--- config.mk ---
export PLATFORM = sky130hd
export DESIGN_NAME = bsd_fold
export DESIGN_NICKNAME = d
export VERILOG_FILES = /design/src/bsd_pkg.sv /design/src/bsd_fold.sv
export SDC_FILE = /design/constraint.sdc
export NUM_CORES = 1
export LEC_CHECK = 0
export BUFFER_PORTS_ARGS = -buffer_cell sky130_fd_sc_hd__buf_2
export CORE_MARGIN = 2
export CORE_UTILIZATION = 25
export DETAILED_ROUTE_END_ITERATION = 8
export SYNTH_ARGS = -nofsm -noshare
export SYNTH_HDL_FRONTEND = slang
export SYNTH_SLANG_ARGS = --single-unit
--- constraint.sdc ---
create_clock -name aclk -period 3.9 [get_ports aclk]
set_clock_uncertainty 0.15 [all_clocks]
set_input_delay 0.195 -clock aclk [delete_from_list [all_inputs] [get_ports aclk]]
set_output_delay 0.195 -clock aclk [all_outputs]
set_load 0.005 [all_outputs]
--- src/bsd_pkg.sv ---
// shared types and constants for the block sum downsampler
// no dependencies; used by every module of the block
`timescale 1ns / 1ps

package bsd_pkg;

    localparam int GRAD_W      = 32;
    localparam int SUM_W       = 38;
    localparam int OUT_COL_W   = 10;
    localparam int SCALE_CFG_W = 4;
    localparam int WIDTH_CFG_W = 11;
    localparam int CFG_IDX_W   = 1;
    localparam int CFG_DATA_W  = 11;

    localparam logic [CFG_IDX_W-1:0] REG_SCALE     = 1'd0;
    localparam logic [CFG_IDX_W-1:0] REG_OUT_WIDTH = 1'd1;

    // one finished block row heading into the column fold
    typedef struct packed {
        logic signed [SUM_W-1:0] hsum;
        logic                    first;
        logic                    last;
    } row_done_t;

endpackage

--- src/bsd_fold.sv ---
// fold stage: adds a finished row to its column sum, writes back or emits
// depends on bsd_pkg
`timescale 1ns / 1ps

module bsd_fold #(
    parameter int MAX_OUT_WIDTH = 1024
) (
    input  logic                                  aclk,
    input  logic                                  aresetn,
    input  logic                                  load_i,
    input  bsd_pkg::row_done_t                    row_i,
    input  logic [$clog2(MAX_OUT_WIDTH)-1:0]      col_i,
    input  logic signed [bsd_pkg::SUM_W-1:0]      rd_data_i,
    output logic                                  free_o,
    output logic                                  wr_en_o,
    output logic [$clog2(MAX_OUT_WIDTH)-1:0]      wr_addr_o,
    output logic signed [bsd_pkg::SUM_W-1:0]      wr_data_o,
    output logic                                  m_valid,
    input  logic                                  m_ready,
    output logic signed [bsd_pkg::SUM_W-1:0]      m_block_sum,
    output logic [bsd_pkg::OUT_COL_W-1:0]         m_out_column
);

    localparam int BC_W = $clog2(MAX_OUT_WIDTH);

    logic                              st_valid_reg;
    bsd_pkg::row_done_t                st_row_reg;
    logic [BC_W-1:0]                   st_col_reg;
    logic                              out_valid_reg;
    logic signed [bsd_pkg::SUM_W-1:0]  out_sum_reg;
    logic [bsd_pkg::OUT_COL_W-1:0]     out_col_reg;

    logic signed [bsd_pkg::SUM_W-1:0]  band;
    logic                              advance;

    always_comb begin
        band    = (st_row_reg.first ? '0 : rd_data_i) + st_row_reg.hsum;
        advance = st_valid_reg && (!st_row_reg.last || !out_valid_reg || m_ready);
    end

    always_ff @(posedge aclk) begin
        if (!aresetn) begin
            st_valid_reg  <= 1'b0;
            out_valid_reg <= 1'b0;
        end else begin
            if (load_i) begin
                st_valid_reg <= 1'b1;
            end else if (advance) begin
                st_valid_reg <= 1'b0;
            end
            if (advance && st_row_reg.last) begin
                out_valid_reg <= 1'b1;
            end else if (m_ready) begin
                out_valid_reg <= 1'b0;
            end
        end
    end

    always_ff @(posedge aclk) begin
        if (load_i) begin
            st_row_reg <= row_i;
            st_col_reg <= col_i;
        end
        if (advance && st_row_reg.last) begin
            out_sum_reg <= band;
            out_col_reg <= bsd_pkg::OUT_COL_W'(st_col_reg);
        end
    end

    assign free_o       = !st_valid_reg || advance;
    assign wr_en_o      = advance && !st_row_reg.last;
    assign wr_addr_o    = st_col_reg;
    assign wr_data_o    = band;
    assign m_valid      = out_valid_reg;
    assign m_block_sum  = out_sum_reg;
    assign m_out_column = out_col_reg;

endmodule

==> impl_metrics.csv <==
group,metric,value,unit
outcome,status,"complete, no violations",
logic_synthesis,yosys_warnings,0,
logic_synthesis,synth-async-reset-ratio,0,%
logic_synthesis,synth_top_family_by_area,"compound AO/OA/AOI/OAI gates",
global_routing,grt_antenna_before_repair,0,
drt,finalWirelength,14800,µm
sta,slew_viol_final,0,
finish,fin_area,7420,µm²
worst_setup_path,r2r_slack,0.68,ns
logic_synthesis,synth_compound_area_share,14.2,%
sta,relSlewSlack,37.5,%
sta,tightest_slew,0.935,ns
drt,drcViolationCount,0,
logic_synthesis,synth.top_cells.by_area,"edfxtp_1 56%, ha_1 8.8%, nor2b_1 4.9%",
worst_setup_path,end_kind,"output pin",
drt,vias,4244,
logic_synthesis,synthSimpleGateAreaFrac,11.9,%
sta,rsz0062_at_grt,"true",
hold_path,worstHoldEndpoint,"st_valid_reg",
hold_path,min_path_cells,4,
drt,wl_met3,1070,µm
sta,hold_slack,0.0697,ns
worst_setup_path,reg2reg_depth,11,
global_routing,grtUsageTotal,13.0,%
worst_setup_path,r2r-end,"m_block_sum[35]",
die,rows,53,
logic_synthesis,synthMuxAreaShare,0,%
finish,final_cells,955,
clock_tree,clockBufferDepth,2,
worst_setup_path,worst-setup-path-type,"reg -> out",
drt,met1_length,6310,µm
die,boundaryPins,191,
worst_setup_path,r2r-start,"st_row_reg[1]",
hold_path,worstHoldPathType,"in -> reg",
drt,dr.pass1.iters,5,
sta,max_freq,267,MHz
finish,fin_nets,805,
die,die-area,22300,µm²
worst_setup_path,cp.arrival,3.40,ns
drt,drt_iter0_drc,211,
place,placedInstanceArea,6540,µm²
finish,num-fill-cells,2127,
sta,finalSetupViolCount,0,
clock_tree,htree_levels,3,
worst_setup_path,critical_path_required,3.56,ns
global_routing,grt_pass1_wl,21900,µm
place,gp_congestion,0.873,
finish,layout_common_cells,"190 x buf_2, 98 x edfxtp_1, 51 x dlygate4sd3_1",
finish,area_growth_syn_to_layout,40.7,%
logic_synthesis,ys_seq_area_share,56.6,%
logic_synthesis,avgSynthCellArea,12.1,µm²
sta,hold_viol_final,0,
pwr,power_density,410,nW/µm²
place,dp_hpwl,11500,µm
logic_synthesis,synth.net_count,565,
logic_synthesis,synth-edff-count,98,
clock_tree,cts_buffers,9,
clock_tree,cts_num_sinks,100,
drt,drtAntennaViolNets,0,
die,coreArea,20800,µm²
place,dp_cells,888,
logic_synthesis,ys_types,46,
drt,met2WireLength,7220,µm
logic_synthesis,synthAdderAreaFrac,9.16,%
clock_tree,insertion_delay,0.35,ns
global_routing,grt_overflow,0,
die,initial_core_util,25.3,%
drt,wire_per_inst,15.5,µm
logic_synthesis,synth_xor_xnor_area_share,6.15,%
logic_synthesis,synth_flop_cell,"edfxtp_1",
logic_synthesis,syn-cell-area,5270,µm²
die,fp.dieW,149,µm
finish,insertedDiodeCount,0,
pwr,leakagePower,3.12,nW
drt,viasPerCell,4.44,
sta,fin_crit_sh,96.0,%
drt,top_layer,"met4",
finish,largest_reg_flops,40,
logic_synthesis,synth_top_area_share,55.8,%
die,die_h,149,µm
flow_run,drv_cap,0,
finish,drive_above_1_share,33.4,%
worst_setup_path,start_kind,"register",
logic_synthesis,yosysTopAreaCell,"edfxtp_1",
worst_setup_path,worstPathMaxFanout,19,
hold_path,hold_start,"m_ready",
global_routing,first_global_vias,4094,
clock_tree,tritoncts,"built",
clock_tree,cts-root-buf,"clkbuf_16",
place,numPortBuffers,190,
logic_synthesis,ys_ff_latch,100,
pwr,ir_drop,0.162,mV
logic_synthesis,syn_inst,435,
sta,period_needed,3.74,ns
clock_tree,clkTransAtPathRegs,0.08,ns
finish,mostFrequentLayoutCell,"buf_2",
global_routing,grt_max_degree,31,
pwr,power,3.04,mW
clock_tree,postCtsSetupRepairBufs,0,
==> per-stage QoR <==
stage	util, %	worst slack, ns	setup TNS, ns
6_report	35.6	0.158	0
5_1_grt	35.6	-0.0215	-0.0412
4_1_cts	35.3	0.00207	0
3_5_place_dp	31.4	0.400	0
3_3_place_gp	31.4	0.495	0
2_1_floorplan	-	0.736	0
==> cells in the mapped netlist, drive strengths merged, types with 2 or more instances <==
cell	number
edfxtp	98
a21oi	43
nor2b	41
ha	37
nand2	23
xnor2	23
a21o	19
o21ai	18
clkbuf	14
nor2	14
xor2	14
inv	11
nand4	11
nand3	9
nor3	6
nand2b	5
a211oi	4
a21boi	4
o21a	4
o21bai	4
o31ai	3
a311oi	2
a31o	2
a31oi	2
and2	2
and3	2
buf	2
dfxtp	2
o211ai	2
o22ai	2
==> repair_timing <==
action                                  CTS  global route
endpoints found under the hold margin    52             0
endpoints found under the setup margin    0             8
hold buffers                             51             0
resized for setup                         0            13
==> worst max-delay path: stages, from the launching register on <==
cell      delay, ns
edfxtp_1       0.42
buf_6          0.21
nor2b_1        0.07
ha_1           0.38
and3_1         0.24
nand4_1        0.13
a31oi_1        0.21
nor3b_1        0.10
o31a_1         0.35
o211a_1        0.30
o31ai_2        0.22
xor2_1         0.26
buf_2          0.16
==> report_power, final <==
part / total (mW) / switching, mW / internal [mW]
logic: 0.790 / 0.436 / 0.354
clock network: 0.937 / 0.428 / 0.508
registers: 1.31 / 0.0255 / 1.29
total: 3.04 / 0.890 / 2.15
==> cells by family after synthesis <==
kind of cell | after synthesis
xor gates and xnor gates | 37
DFF | 100
AOI/OAI and AO/OA | 116
adders and majority gates | 38
buffers and inverters | 27
and+or+nand+nor | 117
==> per-layer routing <==
layer / vias to the layer above / global-route usage, %
li1: 2110 / -
met1: 1977 / 16.4
met2: 140 / 21.6
met3: 17 / 3.36
met4: 0 / 4.38
met5: - / 0
==> worst max-delay path by stage <==
stage                                  to     startpoint
after floorplan           m_block_sum[34]  st_row_reg[1]
after global placement      wr_data_o[34]  st_row_reg[1]
after detailed placement    wr_data_o[34]  st_row_reg[1]
after CTS                   wr_data_o[34]  st_row_reg[1]
after global routing        wr_data_o[35]  st_row_reg[1]
final                       wr_data_o[35]  st_row_reg[1]
==> cell type report <==
class                      count  area [µm²]  share of cell area, %
inverter                      11        41.3                  0.557
clock inverter                 7        81.3                   1.10
sequential                   100        2980                   40.2
timing repair buffer         245        1500                   20.2
tap                          275         344                   4.64
clock buffer                   9         225                   3.04
multi-input combinational    308        2250                   30.3
No activity file was read; power rests on OpenSTA's default activity.
