$ cat src/bsd_pkg.sv
// shared types and constants for the block sum downsampler
// no dependencies; used by every module of the block
`timescale 1ns / 1ps

package bsd_pkg;

    localparam int GRAD_W      = 32;
    localparam int SUM_W       = 38;
    localparam int OUT_COL_W   = 10;
    localparam int SCALE_CFG_W = 4;
    localparam int WIDTH_CFG_W = 11;
    localparam int CFG_IDX_W   = 1;
    localparam int CFG_DATA_W  = 11;

    localparam logic [CFG_IDX_W-1:0] REG_SCALE     = 1'd0;
    localparam logic [CFG_IDX_W-1:0] REG_OUT_WIDTH = 1'd1;

    // one finished block row heading into the column fold
    typedef struct packed {
        logic signed [SUM_W-1:0] hsum;
        logic                    first;
        logic                    last;
    } row_done_t;

endpackage

$ cat src/bsd_front.sv
// position counters and horizontal row sum of the block sum downsampler
// depends on bsd_pkg
`timescale 1ns / 1ps

module bsd_front #(
    parameter int MAX_OUT_WIDTH = 1024,
    parameter int MAX_SCALE     = 8
) (
    input  logic                               aclk,
    input  logic                               aresetn,
    input  logic                               accept_i,
    input  logic signed [bsd_pkg::GRAD_W-1:0]  grad_i,
    input  logic                               frame_start_i,
    input  logic [$clog2(MAX_SCALE+1)-1:0]     eff_scale_i,
    input  logic [$clog2(MAX_OUT_WIDTH+1)-1:0] eff_width_i,
    output logic                               done_o,
    output bsd_pkg::row_done_t                 row_o,
    output logic [$clog2(MAX_OUT_WIDTH)-1:0]   col_o
);

    localparam int SUB_W = $clog2(MAX_SCALE);
    localparam int SC_W  = $clog2(MAX_SCALE + 1);
    localparam int BC_W  = $clog2(MAX_OUT_WIDTH);
    localparam int W_W   = $clog2(MAX_OUT_WIDTH + 1);

    logic [SUB_W-1:0]                  sub_col_reg, sub_col_next;
    logic [SUB_W-1:0]                  sub_row_reg, sub_row_next;
    logic [BC_W-1:0]                   blk_col_reg, blk_col_next;
    logic signed [bsd_pkg::SUM_W-1:0]  hsum_reg, hsum_next;

    logic [SUB_W-1:0]                  sc, sr;
    logic [BC_W-1:0]                   bc;
    logic signed [bsd_pkg::SUM_W-1:0]  hs, hsum_new;
    logic                              row_end, band_end, line_end;

    always_comb begin
        // frame start restarts the position before this element counts
        sc = frame_start_i ? '0 : sub_col_reg;
        sr = frame_start_i ? '0 : sub_row_reg;
        bc = frame_start_i ? '0 : blk_col_reg;
        hs = frame_start_i ? '0 : hsum_reg;
        hsum_new = hs + bsd_pkg::SUM_W'(grad_i);
        row_end  = (SC_W'(sc) + SC_W'(1)) >= eff_scale_i;
        band_end = (SC_W'(sr) + SC_W'(1)) >= eff_scale_i;
        line_end = (W_W'(bc) + W_W'(1)) >= eff_width_i;

        sub_col_next = sub_col_reg;
        sub_row_next = sub_row_reg;
        blk_col_next = blk_col_reg;
        hsum_next    = hsum_reg;
        if (accept_i) begin
            sub_row_next = sr;
            blk_col_next = bc;
            if (!row_end) begin
                hsum_next    = hsum_new;
                sub_col_next = sc + SUB_W'(1);
            end else begin
                hsum_next    = '0;
                sub_col_next = '0;
                if (line_end) begin
                    blk_col_next = '0;
                    sub_row_next = band_end ? '0 : sr + SUB_W'(1);
                end else begin
                    blk_col_next = bc + BC_W'(1);
                end
            end
        end
    end

    always_ff @(posedge aclk) begin
        if (!aresetn) begin
            sub_col_reg <= '0;
            sub_row_reg <= '0;
            blk_col_reg <= '0;
            hsum_reg    <= '0;
        end else begin
            sub_col_reg <= sub_col_next;
            sub_row_reg <= sub_row_next;
            blk_col_reg <= blk_col_next;
            hsum_reg    <= hsum_next;
        end
    end

    assign done_o      = accept_i && row_end;
    assign row_o.hsum  = hsum_new;
    assign row_o.first = (sr == '0);
    assign row_o.last  = band_end;
    assign col_o       = bc;

endmodule

$ cat config.mk
export PLATFORM = sky130hd
export DESIGN_NAME = bsd_front
export DESIGN_NICKNAME = d
export VERILOG_FILES = /design/src/bsd_pkg.sv /design/src/bsd_front.sv
export SDC_FILE = /design/constraint.sdc
export NUM_CORES = 1
export LEC_CHECK = 0
export BUFFER_PORTS_ARGS = -buffer_cell sky130_fd_sc_hd__buf_2
export CAP_MARGIN = 20
export CORE_MARGIN = 1
export CORE_UTILIZATION = 40
export DETAILED_ROUTE_END_ITERATION = 16
export PLACE_DENSITY = 0.65
export SLEW_MARGIN = 40
export SYNTH_ARGS = -nofsm -noshare
export SYNTH_HDL_FRONTEND = slang
export SYNTH_SLANG_ARGS = --single-unit
$ cat constraint.sdc
create_clock -name aclk -period 10.9 [get_ports aclk]
set_input_delay 1.635 -clock aclk [delete_from_list [all_inputs] [get_ports aclk]]
set_output_delay 1.635 -clock aclk [all_outputs]
set_load 0.005 [all_outputs]
==> results of run 1 <==
-- cells in the mapped netlist (all sizes together), types with 7 or more instances --
library cell	n	share of area [%]
a21o	15	2.2
nand2	49	3.6
o21ai	31	3.5
nor3	17	1.9
dfxtp	54	21
nor2	34	2.5
xor2	20	3.4
o21bai	8	1.3
nand3	19	2.0
nand2b	8	0.98
inv	32	2.4
nor2b	75	9.2
a31oi	9	1.2
a22oi	23	3.4
nand4	9	1.1
a21oi	47	4.8
o21a	7	1.0
xnor2	25	4.3
a22o	19	3.3
and2	11	1.4
clkbuf	25	1.8
ha	59	14
-- final cells by class --
| cell class | instances | share of cell area, % |
|---|---|---|
| sequential | 54 | 18.4 |
| clock inverter | 2 | 0.277 |
| clock buffer | 6 | 2.36 |
| timing repair buffer | 103 | 8.86 |
| tap | 168 | 3.58 |
| inverter | 32 | 2.04 |
| multi-input combinational | 533 | 64.5 |
-- worst min path at each step --
| stage | to | slack [ps] | cells after the start |
|---|---|---|---|
| 3_3_place_gp | hsum_reg[32] | 440 | 2 |
| 4_1_cts | hsum_reg[18] | 470 | 1 |
| 2_1_floorplan | hsum_reg[32] | 420 | 2 |
| 3_5_place_dp | hsum_reg[16] | 450 | 1 |
| 6_report | hsum_reg[36] | 470 | 2 |
| 5_1_grt | hsum_reg[18] | 490 | 1 |
-- cell families (layout without fill, tap and decap cells) --
| kind of cell | count (synthesis) | count (layout) | synth area share, % |
|---|---|---|---|
| AND/OR/NAND/NOR | 236 | 236 | 24.7 |
| adder cells (fa/ha/maj) | 60 | 60 | 14.9 |
| flip-flops | 54 | 54 | 21.2 |
| buffers and inverters | 60 | 143 | 4.54 |
| XOR/XNOR | 45 | 45 | 7.73 |
| AO/OA/AOI/OAI | 192 | 192 | 27.0 |
-- worst max-delay path: stages --
cell	delay [ps]
buf_2	70
buf_4	480
inv_1	250
nand2_1	180
inv_1	60
ha_1	310
a211oi_2	270
o21ai_2	150
a311oi_2	290
o21bai_2	160
a221oi_2	400
o21ai_2	140
a31oi_1	220
xnor2_1	130
buf_2	130
-- power by group through the flow --
stage / registers (mW) / logic, mW / clock network, mW
3_3_place_gp: 0.221 / 0.193 / 0
5_1_grt: 0.219 / 0.219 / 0.192
2_1_floorplan: 0.220 / 0.134 / 0
6_report: 0.217 / 0.196 / 0.182
3_5_place_dp: 0.221 / 0.196 / 0
4_1_cts: 0.217 / 0.197 / 0.186
-- per-stage QoR --
step                      util, %  instances  power (mW)
final                        48.1        898       0.595
after global routing         48.1        898       0.630
after CTS                    48.1        898       0.600
after detailed placement     46.9        890       0.417
after global placement       46.8        890       0.414
after floorplan                 -        647       0.354
-- metal layers --
metal | vias up | part of all wire [%]
li1 | 2479 | -
met1 | 2287 | 46
met2 | 111 | 47
met3 | 19 | 5.0
met4 | 0 | 1.8
met5 | - | 0
-- cells in the final DEF, fill, tap and decap left out, types with 18 or more instances in the layout --
| cell type | instances |
|---|---|
| xnor2_1 | 25 |
| inv_1 | 31 |
| o21ai_0 | 19 |
| nor2b_1 | 75 |
| a22oi_1 | 23 |
| nand2_1 | 49 |
| buf_2 | 101 |
| nor2_1 | 33 |
| dfxtp_1 | 54 |
| nand3_1 | 18 |
| ha_1 | 59 |
| a22o_1 | 19 |
| xor2_1 | 20 |
| a21oi_1 | 44 |
==> flow_metrics.tcl, run 1 <==
set metrics [dict create \
    status "finished, final reports clean" \
    post_drt_wl_per_cell_um 15.1 \
    r2r_cells 14 \
    final-seq-area_um2 1080 \
    initial_core_util_pct 41.8 \
    area_growth_pct 15.3 \
    clk_pin_slew_ps 80 \
    io_buffers 101 \
    r2r-end "blk_col_reg[7]" \
    die_h_um 115 \
    finalHoldViolations 0 \
    drv_cap 0 \
    ctsResizeCount 0 \
    critical_path_class "in2out" \
    cts_sinks 54 \
    viasPerCell 5.45 \
    met2_usage_pct 37.2 \
    vdd_drop_max_mv 0.0604 \
    p_clk_share_pct 30.5 \
    insertion_delay_ps 320 \
    hold_start "hsum_reg[36]" \
    placed_cell_area_um2 5720 \
    seqPwrFrac_pct 36.5 \
    rsz0062_at_grt "false" \
    yosys_warnings 0 \
    drive_gt1_share_pct 18.4 \
    maxSlewHeadroom_pct 47.6 \
    drt-initial-drc-count 265 \
    met1_usage_pct 26.1 \
    worstPathArrival_ps 4910 \
    power_leakage_nw 2.73 \
    route.detailed.drc 0 \
    grtUsageMet3_pct 4.74 \
    switching_power_mw 0.207 \
    dp_slack_ps 4350 \
    end_kind "output pin" \
    grt-busiest-layer "met2" \
    postCtsSetupBuffers 0 \
    rows 40 \
    cts_buffer_depth 2 \
    postSynthCellCount 647 \
    internal_power_mw 0.388 \
    clockRootBuffer "clkbuf_16" \
    grt_pass1_vias 4746 \
    syn_avg_cell_area_um2 7.88 \
    antenna_found_initial 0 \
    critPathRequiredTime_ps 9270 \
    fmax_ghz 0.153 \
    place_hpwl_um 10400 \
    hold_ws_ps 469 \
    cts_buffers 5 \
    r2r_slack_ps 7550 \
    synthesis.area_um2 5100 \
    via_count 4896 \
    largest_reg_flops 38 \
    tightestPinTransition_ps 782 \
    drt_first_pass_iters 4 \
    cts_tree "done" \
    die_w_um 115 \
    setup-tns-final_ps 0 \
    nFillCells 1264 \
    skew_ps 4.44 \
    crit_path_start_kind "primary input" \
    pin_count 102 \
    crit_path_end "row_o[37]" \
    power_density_nw_per_um2 101 \
    synth_ff_type "dfxtp_1" \
    syn_nets 758 \
    grt_max_degree 58 \
    cts_max_level 2 \
    pwr-share-comb_pct 33.0 \
    coreArea_um2 12200 \
    fin_crit_ps 6550 \
    switching_share_pct 34.8 \
    synth_edf_count 0 \
    final_nets 840 \
    gp_congestion 0.894 \
    multi_input_area_um2 3790 \
    ant_nets 0 \
    layout_setup_ws_ps 4350 \
    routed_wl_um 13600 \
    hold_class "reg2reg" \
    finalMaxSlewViolations 0 \
    setup_violations 0 \
    fin_crit_sh_pct 60.0 \
    reg2reg_from "blk_col_reg[1]" \
    dieArea_um2 13200 \
    diodes 0 \
    crit_path_start "frame_start_i" \
    yosys.cell_types.count 62 \
    synthArstFlopShare_pct 0 \
    ys_seq_elements 54 \
    ys_seq_area_share_pct 21.2 \
    crit_path_max_fanout 57 \
    overflow 0 \
    grt.total_usage_pct 21.3 \
    hold_buffers 0 \
    grt_pass1_wl_um 22500 \
    final_cell_area_um2 5880 \
]
Power figures use the tool's default switching activity.
==> run 2, diff against run 1 <==
--- a/config.mk
+++ b/config.mk
@@ -5,12 +5,13 @@
 export SDC_FILE = /design/constraint.sdc
 export NUM_CORES = 1
 export LEC_CHECK = 0
+export ABC_AREA = 1
 export BUFFER_PORTS_ARGS = -buffer_cell sky130_fd_sc_hd__buf_2
 export CAP_MARGIN = 20
 export CORE_MARGIN = 1
 export CORE_UTILIZATION = 40
 export DETAILED_ROUTE_END_ITERATION = 16
-export PLACE_DENSITY = 0.65
+export PLACE_DENSITY = 0.66
 export SLEW_MARGIN = 40
 export SYNTH_ARGS = -nofsm -noshare
 export SYNTH_HDL_FRONTEND = slang
==> constraint.sdc (replaced) <==
create_clock -name aclk -period 5.8 [get_ports aclk]
set_input_delay 0.87 -clock aclk [delete_from_list [all_inputs] [get_ports aclk]]
set_output_delay 0.87 -clock aclk [all_outputs]
set_load 0.005 [all_outputs]
==> run 2 against run 1 <==
Cell count rose by 48%. Register-to-register slack got worse by 4600 ps. Critical endpoint is now row_o[38]. Utilization fell by 1.3 points. Via count rose by 30%. Global-route usage rose by 0.40 points. Largest power group unchanged. Non-clock buffer count rose by 1. Sequential power rose by 88%.
==> flow_metrics.tcl, run 2 <==
set metrics [dict create \
    status "finished, final reports clean" \
    area_growth_pct 13.4 \
    drt-initial-drc-count 341 \
    die_w_um 125 \
    path_buf_inv 4 \
    hold_ws_ps 466 \
    largest_reg_flops 38 \
    pwr-share-comb_pct 35.1 \
    fmax_ghz 0.221 \
    final_nets 1251 \
    reg2reg_from "blk_col_reg[0]" \
    most-common-layout-cells "nand2_1, inv_1, nor2_1" \
    synth.top_cells.by_count "nand2_1, inv_1, nor2_1, a21oi_1" \
    setup_violations 0 \
    cts_buffer_depth 2 \
    critical_path_class "in2out" \
    syn_nets 1162 \
    place_hpwl_um 13300 \
    crit_chain "buf_2, buf_4, nor2_1, ha_1, nand2_1, nor2_1, inv_1, nor2_1, nand3b_1, nand3_2, nand2_1, nand2_1, nand2_1, and2_1, buf_2" \
    maxSlewHeadroom_pct 53.2 \
    via_count 6376 \
    synthesis.area_um2 6020 \
    crit_path_end "row_o[38]" \
    cts_buffers 5 \
    final-seq-area_um2 1080 \
    crit_path_max_fanout 30 \
    diodes 0 \
    antenna_found_initial 0 \
    seqPwrFrac_pct 36.6 \
    syn_avg_cell_area_um2 5.73 \
    viasPerCell 4.81 \
    worstPathArrival_ps 3650 \
    crit_path_start_kind "primary input" \
    initial_core_util_pct 41.3 \
    fin_crit_sh_pct 78.0 \
    post_drt_wl_per_cell_um 12.5 \
    postSynthCellCount 1051 \
    cts_max_level 2 \
    layout_commonest_cell "nand2_1" \
    grt_pass1_wl_um 28000 \
    switching_share_pct 36.8 \
    postCtsSetupBuffers 0 \
    synth.most_common_cell "nand2_1" \
    grt_max_degree 52 \
    fin_crit_ps 4520 \
    yosys_warnings 0 \
    slowest_stage "buf_2" \
    gp_congestion 0.888 \
    ys_seq_elements 54 \
    ys_seq_area_share_pct 18.0 \
    io_buffers 101 \
    die_h_um 125 \
    finalHoldViolations 0 \
    synthArstFlopShare_pct 0 \
    power_density_nw_per_um2 163 \
    r2r-end "blk_col_reg[1]" \
    critPathRequiredTime_ps 4930 \
    ctsResizeCount 0 \
    crit_top_cell "nand2_1" \
    drv_cap 0 \
    cp.depth 15 \
    clk_pin_slew_ps 80 \
    cts_tree "done" \
    synth_ff_type "dfxtp_1" \
    netlist_top_cells_area "nand2_1, dfxtp_1, inv_1" \
    end_kind "output pin" \
    synth_edf_count 0 \
    r2r_slack_ps 2930 \
    drt_first_pass_iters 5 \
    routed_wl_um 16500 \
    insertion_delay_ps 310 \
    r2r_cells 15 \
    power_leakage_nw 3.93 \
    cts_sinks 54 \
    hold_buffers 0 \
    slowest_delay_ps 540 \
    finalMaxSlewViolations 0 \
    overflow 0 \
    dieArea_um2 15500 \
    crit_path_start "frame_start_i" \
    rsz0062_at_grt "false" \
    tightestPinTransition_ps 702 \
    grt.total_usage_pct 21.7 \
    multi_input_area_um2 4070 \
    drive_gt1_share_pct 12.3 \
    coreArea_um2 14600 \
    p_clk_share_pct 28.3 \
    setup-tns-final_ps 0 \
    yosys.cell_types.count 41 \
    ant_nets 0 \
    grt_pass1_vias 5949 \
    internal_power_mw 0.704 \
    route.detailed.drc 0 \
    crit_family "simple AND/OR/NAND/NOR gates" \
    hold_class "reg2reg" \
    synth_top_area_cell "nand2_1" \
    synth_top_area_share_pct 19.8 \
    switching_power_mw 0.410 \
    rows 44 \
    nFillCells 1569 \
    skew_ps 9.21 \
    clockRootBuffer "clkbuf_16" \
    vdd_drop_max_mv 0.117 \
    pin_count 102 \
]
[run 2: cell count changes after synthesis, moves of 15 or more]
cell / delta
nor2b_1: -75
nand2_1: +269
a22o_1: -19
inv_1: +165
nand3_1: +41
a22oi_1: -15
a21oi_1: +42
nor2_1: +78
xnor2_1: -19
[run 2: final cells by class]
type                            count  share of cell area [%]
Inverter                          203                    11.3
Sequential cell                    54                    15.8
Clock inverter                      3                   0.348
Clock buffer                        5                    1.83
Multi-Input combinational cell    772                    59.6
Timing Repair Buffer              104                    7.73
Tap cell                          184                    3.37
[run 2: worst min-delay path: cells and delay by family, from the launching register on]
kind | cells | cell delay, ps
flops | 1 | 310
simple gates | 1 | 60
compound gates | 1 | 50
[run 2: how the worst min path moves through the flow]
stage / from / slack [ps] / to / cells after the start
CTS: hsum_reg[35] / 470 / hsum_reg[35] / 2
global route: hsum_reg[24] / 480 / hsum_reg[24] / 2
finish: hsum_reg[6] / 470 / hsum_reg[6] / 2
global placement: hsum_reg[35] / 450 / hsum_reg[35] / 2
detailed placement: hsum_reg[35] / 460 / hsum_reg[35] / 2
floorplan: blk_col_reg[1] / 450 / blk_col_reg[1] / 2
[run 2: cells by family (layout without fill, tap and decap cells)]
| group | Yosys count | in the layout | synth area share, % |
|---|---|---|---|
| flip-flops | 54 | 54 | 18.0 |
| XOR/XNOR | 24 | 24 | 3.49 |
| AO/OA/AOI/OAI | 129 | 129 | 11.4 |
| adder cells (fa/ha/maj) | 60 | 60 | 12.6 |
| buffers and inverters | 225 | 315 | 14.4 |
| AND/OR/NAND/NOR | 559 | 559 | 40.1 |
[run 2: per-layer routing]
metal | wire, µm | track usage (%)
met5 | 0 | 0
met4 | 251 | 5.39
met3 | 823 | 3.57
met2 | 7580 | 37.1
met1 | 7880 | 28.3
[run 2: power by group through the flow]
| stage | Sequential (mW) | Combinational (mW) | Clock [mW] |
|---|---|---|---|
| global placement | 0.415 | 0.390 | 0 |
| CTS | 0.407 | 0.394 | 0.328 |
| finish | 0.408 | 0.391 | 0.316 |
| global route | 0.410 | 0.447 | 0.339 |
| floorplan | 0.413 | 0.267 | 0 |
| detailed placement | 0.416 | 0.392 | 0 |
[run 2: per-stage QoR]
stage | utilization, % | std cells | cell area [µm²] | total power, mW | setup slack [ps]
global route | 46.8 | 1325 | 6830 | 1.20 | 976
floorplan | - | 1051 | 6020 | 0.680 | 1820
finish | 46.8 | 1325 | 6830 | 1.11 | 1280
global placement | 45.8 | 1317 | 6680 | 0.805 | 1300
CTS | 46.8 | 1325 | 6830 | 1.13 | 1290
detailed placement | 45.8 | 1317 | 6680 | 0.808 | 1300
==> run 3, diff against run 2 <==
--- a/config.mk
+++ b/config.mk
@@ -5,13 +5,13 @@
 export SDC_FILE = /design/constraint.sdc
 export NUM_CORES = 1
 export LEC_CHECK = 0
-export ABC_AREA = 1
+export ABC_AREA = 0
 export BUFFER_PORTS_ARGS = -buffer_cell sky130_fd_sc_hd__buf_2
 export CAP_MARGIN = 20
 export CORE_MARGIN = 1
 export CORE_UTILIZATION = 40
 export DETAILED_ROUTE_END_ITERATION = 16
-export PLACE_DENSITY = 0.66
+export PLACE_DENSITY = 0.65
 export SLEW_MARGIN = 40
 export SYNTH_ARGS = -nofsm -noshare
 export SYNTH_HDL_FRONTEND = slang
==> constraint.sdc (replaced) <==
create_clock -name aclk -period 4.7 [get_ports aclk]
set_input_delay 0.705 -clock aclk [delete_from_list [all_inputs] [get_ports aclk]]
set_output_delay 0.705 -clock aclk [all_outputs]
set_load 0.005 [all_outputs]
==> run 3 against run 2 <==
Clock power rose by 27%. Register-to-register slack got worse by 1600 ps. Flip-flop and latch count is the same. Largest cell class unchanged. Utilization rose by 1.6 points. Count of clock-buffer cells in the layout stayed put.
==> flow_metrics.tcl, run 3 (same netlist as run 1, synthesis figures left out) <==
set metrics [dict create \
    status "finished, final reports clean" \
    dieArea_um2 13200 \
    post_drt_wl_per_cell_um 15.0 \
    via_count 4884 \
    cts_buffers 5 \
    drt-initial-drc-count 229 \
    p_clk_share_pct 29.4 \
    clk_pin_slew_ps 80 \
    grt_pass1_vias 4726 \
    end_kind "output pin" \
    vdd_drop_max_mv 0.122 \
    most-common-layout-cells "buf_2, nor2b_1, ha_1" \
    rsz0062_at_grt "false" \
    seqPwrFrac_pct 36.9 \
    antenna_found_initial 0 \
    r2r_slack_ps 1300 \
    dp.cells 893 \
    insertion_delay_ps 310 \
    die_h_um 115 \
    initial_core_util_pct 41.8 \
    hold_buffers 0 \
    hold_start "hsum_reg[28]" \
    cts_buffer_depth 2 \
    holdPathStages 2 \
    layout_setup_ws_ps 367 \
    power_leakage_nw 2.75 \
    setup_violations 0 \
    layout_commonest_cell "buf_2" \
    setup-tns-final_ps 0 \
    internal_power_mw 0.888 \
    place_hpwl_um 10500 \
    placed_cell_area_um2 5750 \
    viasPerCell 5.42 \
    coreArea_um2 12200 \
    critPathRequiredTime_ps 3990 \
    tightestPinTransition_ps 729 \
    ctsResizeCount 0 \
    gp_congestion 0.879 \
    grt_max_degree 47 \
    finalMaxSlewViolations 0 \
    area_growth_pct 15.9 \
    dp_slack_ps 396 \
    fmax_ghz 0.231 \
    fin_crit_sh_pct 92.2 \
    maxSlewHeadroom_pct 51.1 \
    overflow 0 \
    postCtsSetupBuffers 0 \
    cts_max_level 2 \
    r2r_cells 14 \
    die_w_um 115 \
    routed_wl_um 13500 \
    switching_share_pct 34.8 \
    cts_sinks 54 \
    clockRootBuffer "clkbuf_16" \
    cts_tree "done" \
    final_cells 901 \
    grt_pass1_wl_um 22200 \
    largest_reg_flops 38 \
    rows 40 \
    grt.total_usage_pct 20.9 \
    r2r-end "blk_col_reg[7]" \
    finalHoldViolations 0 \
    crit_path_max_fanout 12 \
    min_to "hsum_reg[28]" \
    drive_gt1_share_pct 18.6 \
    final_cell_area_um2 5910 \
    crit_path_start_kind "primary input" \
    route.detailed.drc 0 \
    io_buffers 101 \
    pwr-share-comb_pct 33.7 \
    ant_nets 0 \
    final_nets 843 \
    worstPathArrival_ps 3630 \
    switching_power_mw 0.475 \
    pin_count 102 \
    fin_crit_ps 4330 \
    power_density_nw_per_um2 231 \
    drv_cap 0 \
    hold_class "reg2reg" \
    skew_ps 8.18 \
    diodes 0 \
    critical_path_class "in2out" \
    reg2reg_from "blk_col_reg[0]" \
    drt_first_pass_iters 5 \
]
run 3: cell type report:
| class | instances | area [µm²] |
|---|---|---|
| Clock inverter | 3 | 25.0 |
| Fill cell | 1238 | 6300 |
| Multi-Input combinational cell | 533 | 3790 |
| Sequential cell | 54 | 1080 |
| Clock buffer | 5 | 125 |
| Timing Repair Buffer | 106 | 556 |
| Inverter | 32 | 120 |
| Tap cell | 168 | 210 |
run 3: worst max-delay path by stage:
stage	to	slack [ps]	depth (start not counted)	from
finish	row_o[36]	370	14	frame_start_i
global route	row_o[37]	110	14	frame_start_i
CTS	row_o[36]	390	14	frame_start_i
detailed placement	row_o[36]	400	14	frame_start_i
global placement	row_o[36]	480	14	frame_start_i
floorplan	row_o[36]	470	15	frame_start_i
run 3: routing by layer:
| layer | vias up | GRT usage [%] | wire [µm] | part of all wire, % |
|---|---|---|---|---|
| met5 | - | 0 | 0 | 0 |
| met4 | 0 | 5.80 | 152 | 1.1 |
| met3 | 9 | 3.27 | 640 | 4.7 |
| met2 | 129 | 36.9 | 6370 | 47 |
| met1 | 2262 | 26.3 | 6370 | 47 |
| li1 | 2484 | - | - | - |
run 3: power groups by stage:
stage	Combinational (mW)	Clock, mW	Sequential, mW
2_1_floorplan	0.311	0	0.509
3_3_place_gp	0.455	0	0.513
3_5_place_dp	0.458	0	0.514
4_1_cts	0.461	0.414	0.503
5_1_grt	0.512	0.428	0.507
6_report	0.459	0.401	0.504
run 3: worst max-delay path, stage by stage:
cell and delay [ps]:
buf_2 200, nor2b_1 160, ha_1 220, inv_1 70
fa_1 400, nand2b_1 190, a21oi_2 180, o211a_1 270
a21oi_2 110, nor3_2 340, o21ai_1 100, a2111o_1 380
and2_1 170, buf_2 130
run 3: stage by stage:
| step | hold WS, ps | power, mW | util [%] |
|---|---|---|---|
| after global routing | 486 | 1.45 | 48.4 |
| after global placement | 434 | 0.968 | 47.1 |
| after detailed placement | 449 | 0.972 | 47.1 |
| after floorplan | 417 | 0.821 | - |
| after CTS | 471 | 1.38 | 48.3 |
| final | 471 | 1.36 | 48.4 |
